### config.mk
export PLATFORM = sky130hd
export DESIGN_NAME = linked_chain_table_top
export DESIGN_NICKNAME = d
export VERILOG_FILES = /design/src/rtl/lct_pkg.sv /design/src/rtl/lct_ram.sv /design/src/rtl/linked_chain_table_top.sv
export SDC_FILE = /design/constraint.sdc
export NUM_CORES = 1
export LEC_CHECK = 0
export BUFFER_PORTS_ARGS = -buffer_cell sky130_fd_sc_hd__buf_2
export CORE_MARGIN = 2
export CORE_UTILIZATION = 57
export DETAILED_ROUTE_END_ITERATION = 6
export HOLD_SLACK_MARGIN = 0.08
export MAX_ROUTING_LAYER = met4
export PLACE_DENSITY = 0.76
export SLEW_MARGIN = 30
export SYNTH_ARGS = -nofsm -noshare
export SYNTH_HDL_FRONTEND = slang
export SYNTH_HIERARCHICAL = 1
export SYNTH_SLANG_ARGS = --single-unit
export TNS_END_PERCENT = 1
### constraint.sdc
create_clock -name clk -period 4.3 [get_ports clk]
set_input_delay 0.215 -clock clk [delete_from_list [all_inputs] [get_ports clk]]
set_output_delay 0.215 -clock clk [all_outputs]
set_load 0.01 [all_outputs]
### src/rtl/lct_pkg.sv
// lct_pkg: shared types and constants for the linked chain table.
// No dependencies; imported by lct_ram users and linked_chain_table_top.
package lct_pkg;

	localparam int CARS_DEF = 64;
	localparam int IDX_W    = 6;

	localparam logic [1:0] FUNC_LINK   = 2'd0;
	localparam logic [1:0] FUNC_UNLINK = 2'd1;
	localparam logic [1:0] FUNC_QUERY  = 2'd2;

	typedef struct packed {
		logic [1:0]       func;
		logic [IDX_W-1:0] car_a;
		logic [IDX_W-1:0] car_b;
	} req_t;

	typedef struct packed {
		logic [IDX_W-1:0] car_index;
		logic             last;
	} rsp_t;

	typedef enum logic [1:0] {
		ST_IDLE,
		ST_HEAD,
		ST_TAIL
	} state_t;

endpackage

### src/rtl/lct_ram.sv
// lct_ram: generic single-write, single-read RAM with registered read data.
// No package dependencies.
module lct_ram #(
	parameter int WIDTH = 8,
	parameter int DEPTH = 64
) (
	input  logic                                     clk,
	input  logic                                     we,
	input  logic [((DEPTH > 1) ? $clog2(DEPTH) : 1)-1:0] waddr,
	input  logic [WIDTH-1:0]                         wdata,
	input  logic [((DEPTH > 1) ? $clog2(DEPTH) : 1)-1:0] raddr,
	output logic [WIDTH-1:0]                         rdata
);

	logic [WIDTH-1:0] mem_q [DEPTH];

	always_ff @(posedge clk) begin
		if (we) begin
			mem_q[waddr] <= wdata;
		end
		rdata <= mem_q[raddr];
	end

endmodule

### src/rtl/linked_chain_table_top.sv
// linked_chain_table_top: table of entries with predecessor and successor links.
// Depends on lct_pkg and lct_ram.
//
// Each of CARS entries may hold a predecessor and a successor link; all are
// unlinked after reset (per-entry valid flags in flops, link indices in two
// RAMs). A link transfer (func link) makes car_a the predecessor of car_b and
// car_b the successor of car_a, overwriting earlier links without fixing up
// former partners; an unlink transfer clears both. Either is ignored when an
// entry is out of range, and func 3 is ignored. A query transfer walks
// predecessor links from car_a to the head of its chain, then walks successor
// links emitting one rsp transfer per entry, head first, with last set on the
// tail. Each walk is capped at CARS steps; the final emitted entry carries
// last even if it still has a successor. A query on an out-of-range entry
// emits nothing.
// Link, unlink and ignored transfers never raise req_stall. A query holds
// req_stall high through ST_HEAD, which makes H predecessor hops (at most
// CARS), and ST_TAIL, which emits N entries (at most CARS) and waits while
// rsp_stall holds the output register. Both walks run on the single shared
// step unit: one link-RAM read and one index compare per cycle, save while
// rsp_stall holds the output register, the RAM read address being the
// next walk position so that its registered data is ready each cycle.
// The last result may still sit in the output register while the next
// request is taken.
module linked_chain_table_top #(
	parameter int CARS = lct_pkg::CARS_DEF
) (
	input  logic          clk,
	input  logic          arst_n,
	input  logic          req_valid,
	output logic          req_stall,
	input  lct_pkg::req_t req,
	output logic          rsp_valid,
	input  logic          rsp_stall,
	output lct_pkg::rsp_t rsp
);

	import lct_pkg::*;

	localparam int AW = (CARS > 1) ? $clog2(CARS) : 1;   // RAM address width
	localparam int CW = $clog2(CARS + 1);                // step counter width

	state_t          state_q, state_d;
	logic [AW-1:0]   cur_q, cur_d;         // current walk position
	logic [CW-1:0]   steps_q, steps_d;     // hops taken / entries emitted
	logic [CARS-1:0] pred_v_q, succ_v_q;   // link valid flags
	logic [AW-1:0]   pred_rdata, succ_rdata;
	rsp_t            rsp_q;
	logic            rsp_valid_q;

	logic accept, a_ok, b_ok, link_acc, unlink_acc, query_acc;
	logic head_more, tail_more, slot_free, emit;

	// request decode
	assign accept     = req_valid && !req_stall;
	assign a_ok       = ((IDX_W+1)'(req.car_a) < (IDX_W+1)'(CARS));
	assign b_ok       = ((IDX_W+1)'(req.car_b) < (IDX_W+1)'(CARS));
	assign link_acc   = accept && (req.func == FUNC_LINK) && a_ok && b_ok;
	assign unlink_acc = accept && (req.func == FUNC_UNLINK) && a_ok && b_ok;
	assign query_acc  = accept && (req.func == FUNC_QUERY) && a_ok;

	// shared step unit: one valid check and one limit compare per cycle
	assign head_more = pred_v_q[cur_q] && (steps_q != CW'(CARS));
	assign tail_more = succ_v_q[cur_q] && (steps_q != CW'(CARS - 1));
	assign slot_free = !rsp_valid_q || !rsp_stall;

	// link RAMs; both read at the next walk position
	lct_ram #(.WIDTH(AW), .DEPTH(CARS)) u_pred_ram (
		.clk   (clk),
		.we    (link_acc),
		.waddr (req.car_b[AW-1:0]),
		.wdata (req.car_a[AW-1:0]),
		.raddr (cur_d),
		.rdata (pred_rdata)
	);

	lct_ram #(.WIDTH(AW), .DEPTH(CARS)) u_succ_ram (
		.clk   (clk),
		.we    (link_acc),
		.waddr (req.car_a[AW-1:0]),
		.wdata (req.car_b[AW-1:0]),
		.raddr (cur_d),
		.rdata (succ_rdata)
	);

	// next state
	always_comb begin
		state_d = state_q;
		case (state_q)
			ST_IDLE: begin
				if (query_acc) state_d = ST_HEAD;
			end
			ST_HEAD: begin
				if (!head_more) state_d = ST_TAIL;
			end
			ST_TAIL: begin
				if (emit && !tail_more) state_d = ST_IDLE;
			end
			default: state_d = ST_IDLE;
		endcase
	end

	// outputs and walk datapath
	always_comb begin
		req_stall = (state_q != ST_IDLE);
		emit      = 1'b0;
		cur_d     = cur_q;
		steps_d   = steps_q;
		case (state_q)
			ST_IDLE: begin
				if (query_acc) begin
					cur_d   = req.car_a[AW-1:0];
					steps_d = '0;
				end
			end
			ST_HEAD: begin
				if (head_more) begin
					cur_d   = pred_rdata;
					steps_d = steps_q + CW'(1);
				end else begin
					steps_d = '0;
				end
			end
			ST_TAIL: begin
				emit = slot_free;
				if (slot_free && tail_more) begin
					cur_d   = succ_rdata;
					steps_d = steps_q + CW'(1);
				end
			end
			default: ;
		endcase
	end

	always_ff @(posedge clk or negedge arst_n) begin
		if (!arst_n) begin
			state_q     <= ST_IDLE;
			cur_q       <= '0;
			steps_q     <= '0;
			pred_v_q    <= '0;
			succ_v_q    <= '0;
			rsp_valid_q <= 1'b0;
		end else begin
			state_q <= state_d;
			cur_q   <= cur_d;
			steps_q <= steps_d;
			if (link_acc || unlink_acc) begin
				pred_v_q[req.car_b[AW-1:0]] <= link_acc;
				succ_v_q[req.car_a[AW-1:0]] <= link_acc;
			end
			if (emit) begin
				rsp_valid_q <= 1'b1;
			end else if (!rsp_stall) begin
				rsp_valid_q <= 1'b0;
			end
		end
	end

	// output register payload
	always_ff @(posedge clk) begin
		if (emit) begin
			rsp_q.car_index <= IDX_W'(cur_q);
			rsp_q.last      <= !tail_more;
		end
	end

	assign rsp_valid = rsp_valid_q;
	assign rsp       = rsp_q;

endmodule
# ---- Word level (Yosys, flattened, before mapping)
# Memories as Yosys holds them, arrays and structs flattened. A register that Yosys moved wholly into a read port is not among the register bits.
# Cells that the tools add are included.
dict set report word_totals {
  regBits 151
  mem_bits_rw 768
  output_inout_bits 9
  memories 2
}
dict set report op_classes {
  n_addsub 1
  magnitude_cmp 5
  n_eq_ne 11
  muxes 27
  reduce_logical 22
}
# memory depth width read_ports rd_clocked_by_memory_dff wr line_no
set memory_table {}
lappend memory_table {u_pred_ram.mem_q 64 6 1 1 1 lct_ram.sv:15} ;# logic [WIDTH-1:0] mem_q [DEPTH];
lappend memory_table {u_succ_ram.mem_q 64 6 1 1 1 lct_ram.sv:15}
# op n
set op_table {}
lappend op_table {{bitwise mux 64 bit} 2}
lappend op_table {{< comparator 6 x 7 -> 1 bit, second input constant} 3}
lappend op_table {{two-way mux 7 bit} 3}
lappend op_table {{case mux 7 bit (3 select lines)} 1}
lappend op_table {{two-way mux 6 bit} 3}
lappend op_table {{case mux 6 bit (3 select lines)} 1}
lappend op_table {{binary-select mux 1 bit (select 6 bit)} 2}
lappend op_table {{demux 1 bit (select 6 bit)} 2}
lappend op_table {{>= comparator 6 x 1 -> 1 bit, second input constant} 2}
lappend op_table {{logical AND 1 bit} 10}
lappend op_table {{two-way mux 1 bit} 9}
lappend op_table {{inequality test 2 bit, second input constant} 4}
lappend op_table {{adder 7 x 1 -> 7 bit, second input constant} 1}
lappend op_table {{inequality test 7 x 6 -> 1 bit, second input constant} 1}
lappend op_table {{inequality test 7 bit, second input constant} 1}
lappend op_table {{two-way mux 2 bit} 3}
lappend op_table {{case mux 2 bit (3 select lines)} 1}
lappend op_table {{AND reduction 3 bit} 2}
lappend op_table {{equality test 2 x 1 -> 1 bit, second input constant} 2}
lappend op_table {{equality test 2 bit, second input constant} 2}
lappend op_table {{zero test 1 bit} 4}
lappend op_table {{zero test 2 bit} 2}
lappend op_table {{nonzero test 3 bit} 1}
lappend op_table {{logical OR 1 bit} 2}
lappend op_table {{other kinds (2)} 2}

# ---- Longest topological paths before layout
# Gate-level depths: netlist of run 1.
dict set report logic_depth {
  word_depth 7
  depth_mapped 19
  ltp_nobuf 14
}

# ---- By module
# The synthesis of run 1 kept the hierarchy.
# mod instances cells_per_inst area_each_um2
set by_module_without_submodules {}
lappend by_module_without_submodules {lct_ram 2 720 15225.9}
lappend by_module_without_submodules {linked_chain_table_top 1 802 7885.1}

# ---- Worst setup path after synthesis of run 1
# No wires, ideal clock.
dict set report synth_timing {
  kind {reg-to-reg}
  startpoint {register cur_q[1]}
  endpoint {register u_pred_ram.rdata[0], read port of u_pred_ram.mem_q}
  setup_ns 0.117
  arrival_ns 3.923
  t_required_ns 4.183
  slack_ns 0.260
  path_stages_with_launch 18
  path_buffers 5
  synth_period_minus_slack_ns 4.040
  path_cell_list {dfrtp_1 -> buf_6 -> buf_6 -> and2_1 -> a221oi_1 -> a221oi_2 -> nor4_1 -> a22o_1 -> nand2_1 -> o221ai_1 -> a22o_1 -> buf_6 -> buf_6 -> buf_4 -> mux4_2 -> o22ai_1 -> o21ai_1 -> a32o_1}
}
dict set report synth_between {
  elab_chain_len 6
}
# element line_no
set synth_lines {}
lappend synth_lines {{from (decl)} linked_chain_table_top.sv:43} ;# logic [AW-1:0] cur_q, cur_d;
lappend synth_lines {{from (signal assigned)} linked_chain_table_top.sv:144} ;# cur_q <= cur_d;
lappend synth_lines {{binary-select mux 1 bit (select 6 bit)} linked_chain_table_top.sv:63} ;# assign tail_more = succ_v_q[cur_q] && (steps_q != CW'(CARS - 1));
lappend synth_lines {{two-way mux 1 bit (not written as such)} linked_chain_table_top.sv:63}
lappend synth_lines {{logical AND 1 bit} linked_chain_table_top.sv:63}
lappend synth_lines {{logical AND 1 bit} linked_chain_table_top.sv:125} ;# if (slot_free && tail_more) begin
lappend synth_lines {{two-way mux 6 bit} linked_chain_table_top.sv:125}
lappend synth_lines {{case mux 6 bit (3 select lines) (*)} linked_chain_table_top.sv:108} ;# case (state_q)
lappend synth_lines {{via cur_d[0]} linked_chain_table_top.sv:43}
lappend synth_lines {{to (decl)} lct_ram.sv:12} ;# output logic [WIDTH-1:0] rdata
# The timed path passes the listed nets; every way through them passes the cells marked *. The select of a mux whose other input is x is not followed.
# A chain may end at the register's enable or synchronous reset.

# ---- Worst setup path in the final report of run 1
dict set report layout_timing {
  startpoint {register cur_q[1]}
  endpoint {register u_succ_ram.rdata[2], read port of u_succ_ram.mem_q}
}
dict set report layout_between {
  elab_chain_len 6
}
# element line_no
set layout_lines {}
lappend layout_lines {{binary-select mux 1 bit (select 6 bit)} linked_chain_table_top.sv:63}
lappend layout_lines {{two-way mux 1 bit (not written as such)} linked_chain_table_top.sv:63}
lappend layout_lines {{logical AND 1 bit} linked_chain_table_top.sv:63}
lappend layout_lines {{logical AND 1 bit} linked_chain_table_top.sv:125}
lappend layout_lines {{two-way mux 6 bit} linked_chain_table_top.sv:125}
lappend layout_lines {{case mux 6 bit (3 select lines) (*)} linked_chain_table_top.sv:108}
lappend layout_lines {{via cur_d[0]} linked_chain_table_top.sv:43}
lappend layout_lines {{to (decl)} lct_ram.sv:12}
# Marked as above.

==> out/metrics.yaml, run 1 <==
run_status:
  outcome: "finished clean"
place:
  dp_hpwl_mm: 55.8
  io_buffers: 26
  place_area_sq_um: 40200
  gp_congestion: 0.908
yosys:
  synthAdderAreaFrac_pct: 0.196
  synth_fp_nets: 2266
  synth_edf_count: 775
  synth-seq-cells: 931
  synth-xor-area-share_pct: 0
  synth_top_family_by_area: "multiplexers"
  ys.flop_type: "edfxtp_1"
  synth_area_sq_um: 38300
  synth_cell_type_count: 72
  synth_compound_area_share_pct: 6.17
  yosysWarningCount: 6
  synth-simple-area-share_pct: 6.23
  syn_area_per_cell_sq_um: 17.1
  synthArstFlopShare_pct: 15.5
  synth_cells: 2242
  ys_seq_area_share_pct: 70.7
  synth.area.mux_share_pct: 14.5
pwr:
  power.switching_mw: 10.3
  share_comb_of_total_power_pct: 41.0
  intPower_mw: 21.3
  clockPowerShare_pct: 25.9
  power_density_nw_per_um2: 725
  irDropWorstVdd_v: 0.000455
  sw_frac_of_total_pct: 32.6
  leakage_nw: 14.5
  power.total_mw: 31.6
  seq_power_share_pct: 33.0
sta:
  worst_pin_slew_ns: 0.897
  hold_violations: 0
  fin_crit_ns: 4.28
  finClkSkew_ns: 0.0542
  holdWs_ns: 0.146
  clock.fmax_mhz: 233
  finalMaxSlewViolations: 0
  setup_viol: 0
  timing.final.crit_share_pct: 99.6
  slew_headroom_pct: 40.2
  fin_tns_setup_ns: 0
  rsz0062_at_grt: "yes"
route:
  drt_first_iter_violations: 2755
  vias: 22131
  firstDrtPassIters: 6
  totalWireLength_mm: 90.0
  via_per_inst: 6.66
  postRouteAntennaNets: 0
  wl_per_cell_microns: 27.1
  drc_errors: 0
worst_hold_path:
  hold_class: "input port to flop"
  worstHoldPathCells: 2
clocking:
  cts_root_buffer: "clkbuf_16"
  clock_sinks: 931
  clk_pin_slew_ns: 0.06
  numCtsBuffers: 94
  worst_skew_pair.late_latency_ns: 0.66
  clock_path_buffers: 3
  cts_tree: "done"
  htree_levels: 3
worst_setup_path:
  crit_required_ns: 4.83
  startpoint_type: "flop"
  crit_chain: "buf_12, mux4_2, mux2_2, o221ai_4, nor4_2, a21oi_4, mux2i_1, o221ai_2, a22o_4, buf_12, buf_4, buf_4, mux4_2, mux2i_1, a21oi_1, a32o_1"
  criticalPathCategory: "flop to flop"
  path_delay_family: "multiplexers"
  cp.depth: 16
  rrSetupSlack_ns: 0.02
  path_max_fanout: 14
  critPathSlowestCell: "mux4_2"
  cp_slowest_stage_delay_ns: 0.50
  critPathArrivalTime_ns: 4.82
  reg2regPathDepth: 16
  path_buf_inv: 4
  crit_path_end_kind: "flop"
run:
  cap_violations: 0
floorplanning:
  ios: 27
  core_area_sq_um: 66900
  initial_core_util_pct: 57.3
  fp.dieH_microns: 263
  row_count: 95
  dieArea_sq_um: 69300
  die_w_microns: 263
cells_and_area:
  drive_above_1_share_pct: 23.8
  final_util_pct: 65.2
  area_delta_synth_final_pct: 13.8
  num_antenna_cells: 0
  final_common_cell: "edfxtp_1"
  mostFrequentLayoutCells: "edfxtp_1 (775), nor2_1 (278), mux4_2 (195)"
  final_area_sq_um: 43600
  fin_nets: 2394
  nFillCells: 4289
grt:
  grt_max_degree: 121
  grt_first_pass_wirelength_mm: 137
  grt_overflow: 0
  grt_util_all_layers_pct: 27.0
  first_global_vias: 22101
  antenna_found_initial: 1
[Yosys cell counts, types with 13 or more instances]
cell      number  area, sq um
a31oi_1       65          407
nor2_1       278         1040
edfxtp_1     775        23300
mux2i_1       57          571
mux4_1        13          342
dfrtp_1      144         3600
a21oi_1      147          736
o22ai_1       25          156
mux2_2        21          236
o221ai_1      24          210
nor3_1        16         80.1
inv_1         13         48.8
nor3b_1       14          105
buf_2         32          160
clkbuf_1      71          267
nand2_1       38          143
nand3_1       31          155
a211oi_1      13         97.6
nand3b_1      16          120
o21ai_1       14         70.1
mux4_2       195         4390
o22a_1        13          114
nor2b_1       25          156
buf_6         15          169
[through the flow]
stage               worst slack, ns  std cells
floorplan                     0.260       2242
global placement             0.0111       3130
detailed placement          -0.0548       3130
CTS                         -0.0175       3317
global route                 -0.150       3322
finish                       0.0161       3322
[state kept, by name, indices dropped and copies added, names as in the netlist]
name and cells:
steps_q 7, u_pred_ram/rdata 6, pred_v_q 64, succ_v_q 64, cur_q 6, u_pred_ram/mem_q 384, u_succ_ram/rdata 6, u_succ_ram/mem_q 384
rsp 7, rsp_valid 1, state_q 2
[area by class of cell]
class / count / area, sq um / area share, %
Tap cell: 873 / 1090 / 2.50
Inverter: 14 / 52.6 / 0.120
Clock inverter: 51 / 562 / 1.29
Sequential cell: 931 / 27100 / 62.2
Multi-Input combinational cell: 1159 / 10600 / 24.3
Timing Repair Buffer: 170 / 1610 / 3.69
Clock buffer: 124 / 2570 / 5.89
[logic make-up (layout without fill, tap and decap cells)]
| kind of cell | Yosys count | count (layout) |
|---|---|---|
| buf+inv | 152 | 359 |
| fa+ha+maj | 6 | 6 |
| compound gates | 367 | 367 |
| flops | 931 | 931 |
| mux | 287 | 287 |
| simple gates | 499 | 499 |
[worst register-to-register path: stages, from the launching register on]
cell and delay, ns:
dfrtp_2 0.42, buf_12 0.17, mux4_2 0.51, mux2_2 0.32, o221ai_4 0.21, nor4_2 0.09, a21oi_4 0.21, mux2i_1 0.25
o221ai_2 0.13, a22o_4 0.33, buf_12 0.18, buf_4 0.15, buf_4 0.16, mux4_2 0.44, mux2i_1 0.21, a21oi_1 0.15
a32o_1 0.27
[timing repair]
| action | 4_1_cts | 5_1_grt |
|---|---|---|
| buffers inserted | 3 | 4 |
| hold buffers | 9 | 0 |
| endpoints found under the hold margin | 143 | 0 |
| cloned | 0 | 1 |
| setup endpoints to repair | 11 | 12 |
| pin swaps | 3 | 3 |
| gates resized for setup | 17 | 13 |
[power groups by stage]
| stage | clock (mW) | sequential (mW) | combinational, mW |
|---|---|---|---|
| after global routing | 8.68 | 10.5 | 13.7 |
| after floorplan | 0 | 10.5 | 8.36 |
| final | 8.20 | 10.4 | 13.0 |
| after detailed placement | 0 | 10.6 | 12.3 |
| after CTS | 8.31 | 10.4 | 12.7 |
| after global placement | 0 | 10.6 | 12.1 |
[per-layer routing]
layer / global-route usage [%] / part of all wire, % / vias to the layer above / wire length, microns
li1: - / - / 9266 / -
met1: 35.5 / 38 / 11405 / 34200
met2: 43.3 / 50 / 1234 / 45000
met3: 4.48 / 8.4 / 226 / 7560
met4: 9.45 / 3.7 / 0 / 3350
met5: - / 0 / - / 0
[path summary, 6_finish.rpt]
| kind | start | to |
|---|---|---|
| setup reg to reg | cur_q[1] | u_succ_ram/rdata[2] |
| setup / recovery | cur_q[1] | u_succ_ram/rdata[2] |
| max in group asynchronous | arst_n | cur_q[0] |
| hold reg to reg | succ_v_q[21] | succ_v_q[21] |
| min in group asynchronous | arst_n | pred_v_q[6] |
| hold / removal | req[6] | u_pred_ram/mem_q[21][0] |
Power figures use the tool's default switching activity.
==> run 2: changes to the inputs <==
==> constraint.sdc (replaced) <==
create_clock -name clk -period 4.3 [get_ports clk]
set_input_delay 0.645 -clock clk [delete_from_list [all_inputs] [get_ports clk]]
set_output_delay 0.645 -clock clk [all_outputs]
set_load 0.01 [all_outputs]
==> run 2 against run 1 <==
  * The flow now finishes with violations (negative setup slack)
  * Combinational power grew 5%
  * Die area is the same
  * Cell count grew 0.66%
  * Setup slack lost 0.057 ns
  * Design area grew 1.1%
  * Sequential power is essentially flat
  * Clock skew shrank 0.018 ns
  * Wire length grew 1.1%
  * Register-to-register slack lost 0.06 ns
  * Clock-buffer cell count shrank 3
  * Highest routed layer unchanged
==> out/metrics.yaml, run 2 (synthesized netlist as in run 1, its figures left out) <==
worst_setup_path:
  critPathArrivalTime_ns: 4.87  # +0.05 ns
  startpoint_type: "flop"
  crit_chain: "buf_12, mux4_2, mux2_4, o221ai_4, nor4_4, a21oi_4, buf_4, buf_4, mux2i_1, o221ai_1, a22o_2, buf_4, buf_4, nand2b_1, or2_2, o22ai_1, nor3_1, o22a_1"
  path_delay_family: "compound AO/OA/AOI/OAI gates"
  cp_common_cell: "buf_4"
  path_buf_inv: 5  # +1
  critPathSlowestCell: "mux4_2"
  path_max_fanout: 11  # -3
  criticalPathCategory: "flop to flop"
  crit_path_end_kind: "flop"
  rrSetupSlack_ns: -0.04  # -0.06 ns
  crit_required_ns: 4.83  # about the same
  cp_slowest_stage_delay_ns: 0.50  # about the same
floorplanning:
  dieArea_sq_um: 69300  # unchanged
  fp.dieH_microns: 263  # unchanged
  row_count: 95  # unchanged
  core_area_sq_um: 66900  # unchanged
  ios: 27  # unchanged
  die_w_microns: 263  # unchanged
  initial_core_util_pct: 57.3  # unchanged
sta:
  clock.fmax_mhz: 230  # -1.3%
  holdWs_ns: 0.303  # +0.157 ns
  rsz0062_at_grt: "yes"
  finalMaxSlewViolations: 0  # unchanged
  slew_headroom_pct: 43.4  # +3.3 points
  postLayoutSetupSlackWorst_ns: -0.0414  # -0.0575 ns
  timing.final.crit_share_pct: 101  # +1.3 points
  fin_crit_ns: 4.34  # +0.0575 ns
  finClkSkew_ns: 0.0366  # -0.0176 ns
  hold_violations: 0  # unchanged
  worst_pin_slew_ns: 0.842  # -0.0553 ns
  setup_viol: 8  # +8
clocking:
  cts_root_buffer: "clkbuf_16"
  clk_pin_slew_ns: 0.07  # about the same
  htree_levels: 3  # unchanged
  clock_sinks: 931  # unchanged
  cts_tree: "done"
  clock_path_buffers: 3  # unchanged
  numCtsBuffers: 94  # unchanged
  worst_skew_pair.late_latency_ns: 0.65  # about the same
cells_and_area:
  reg.largest.list: "u_pred_ram/mem_q x384, u_succ_ram/mem_q x384"
  final_common_cell: "edfxtp_1"
  fin_nets: 2416  # +0.92%
  mostFrequentLayoutCells: "edfxtp_1 (775), nor2_1 (278), mux4_2 (195)"
  drive_above_1_share_pct: 26.0  # +2.2 points
  layout.cells.non_filler: 3344  # +0.66%
  area_delta_synth_final_pct: 15.0
  final_area_sq_um: 44100  # +1.1%
grt:
  first_global_vias: 22227  # +0.57%
  grtUsageMet3_pct: 4.51  # +0.028 points
  grt-busiest-layer: "met2"
  grt_max_degree: 108  # -11%
  grt_overflow: 0  # unchanged
  use_met2_pct: 42.6  # -0.70 points
  met1_usage_pct: 36.8  # +1.3 points
  grt_util_all_layers_pct: 27.1  # +0.11 points
  grt_first_pass_wirelength_mm: 138  # +0.65%
  antenna_found_initial: 1  # unchanged
route:
  totalWireLength_mm: 91.0  # +1.1%
  vias: 22116  # -0.068%
  drc_errors: 0  # unchanged
  postRouteAntennaNets: 0  # unchanged
  wl_per_cell_microns: 27.2  # +0.42%
  drt_first_iter_violations: 2730  # -0.91%
  firstDrtPassIters: 6  # unchanged
  via_per_inst: 6.61  # -0.73%
pwr:
  intPower_mw: 21.9  # +3.0%
  share_comb_of_total_power_pct: 41.6  # +0.6 points
  clockPowerShare_pct: 26.3  # +0.4 points
  power_density_nw_per_um2: 738  # +1.8%
  irDropWorstVdd_v: 0.000520  # +14%
  leakage_nw: 14.7  # +1.4%
  sw_frac_of_total_pct: 32.6  # about the same
  power.switching_mw: 10.6  # +2.9%
  seq_power_share_pct: 32.1  # -0.9 points
place:
  place_area_sq_um: 40200  # +0.22%
  gp_congestion: 0.890  # -2.0%
  io_buffers: 26  # unchanged
  dp_hpwl_mm: 56.4  # +1.2%
  dp.cells: 3149  # +0.61%
run:
  cap_violations: 0  # unchanged
worst_hold_path:
  hold_class: "input port to flop"
run_status:
  violations: "negative setup slack"
  outcome: "complete, but fails checks"
run 2: changes by cell type in the layout (fill, tap and decap cells not counted), sizes merged:
cell	before	now
clkinv	39	29
dlygate4sd3	9	1
clkbuf	125	122
diode	0	1
buf	160	189
inv	15	17
clkinvlp	1	8
a22o	12	13
bufinv	10	13
run 2: path summary, 6_finish.rpt:
check	from	to	cells after the start
hold / removal	rsp_stall	rsp_valid	3
setup reg to reg	cur_q[1]	u_succ_ram/rdata[1]	18
setup / recovery	cur_q[1]	u_succ_ram/rdata[1]	18
hold reg to reg	succ_v_q[38]	succ_v_q[38]	2
min in group asynchronous	arst_n	pred_v_q[2]	2
max in group asynchronous	arst_n	succ_v_q[26]	3
run 2: area by class of cell:
type	count	area, sq um
multi-input combinational	1160	10800
antenna	1	2.50
sequential	931	27100
timing repair buffer	191	1790
fill	4206	22800
tap	873	1090
clock inverter	53	673
inverter	14	52.6
clock buffer	121	2630
run 2: stage by stage:
| stage | power [mW] | setup WS [ns] | utilization (%) | TNS [ns] |
|---|---|---|---|---|
| 2_1_floorplan | 18.8 | 0.260 | - | 0 |
| 6_report | 32.6 | -0.0414 | 65.9 | -0.194 |
| 5_1_grt | 33.7 | -0.146 | 65.9 | -1.35 |
| 3_5_place_dp | 22.9 | -0.0711 | 60.1 | -0.382 |
| 3_3_place_gp | 22.7 | -0.0264 | 60.1 | -0.0444 |
| 4_1_cts | 32.1 | -0.00780 | 65.5 | -0.0138 |
run 2: repair_timing:
action | 4_1_cts | 5_1_grt
pin swaps | 7 | 12
buffers inserted | 10 | 6
resized for setup | 21 | 42
setup endpoints to repair | 12 | 12
gates cloned | 2 | 1
hold endpoints to repair | 83 | 0
hold buffers | 1 | 0
run 2: worst register-to-register path, cell delays in order, from the launching register on:
cell and delay [ns]:
dfrtp_2 0.41, buf_12 0.16, mux4_2 0.51, mux2_4 0.31, o221ai_4 0.25, nor4_4 0.08, a21oi_4 0.23, buf_4 0.16
buf_4 0.09, mux2i_1 0.06, o221ai_1 0.21, a22o_2 0.28, buf_4 0.20, buf_4 0.25, nand2b_1 0.11, or2_2 0.34
o22ai_1 0.24, nor3_1 0.12, o22a_1 0.21
run 2: metal layers:
metal | share of wire [%] | routed length, microns
met5 | 0 | 0
met2 | 49 | 44700
met1 | 39 | 35600
met3 | 8.8 | 8000
met4 | 3.0 | 2720
run 2: power by group through the flow:
stage	Combinational, mW	Sequential [mW]	Clock (mW)
floorplan	8.36	10.5	0
global placement	12.1	10.6	0
detailed placement	12.3	10.6	0
CTS	13.0	10.4	8.67
global route	14.2	10.5	8.99
finish	13.6	10.4	8.56
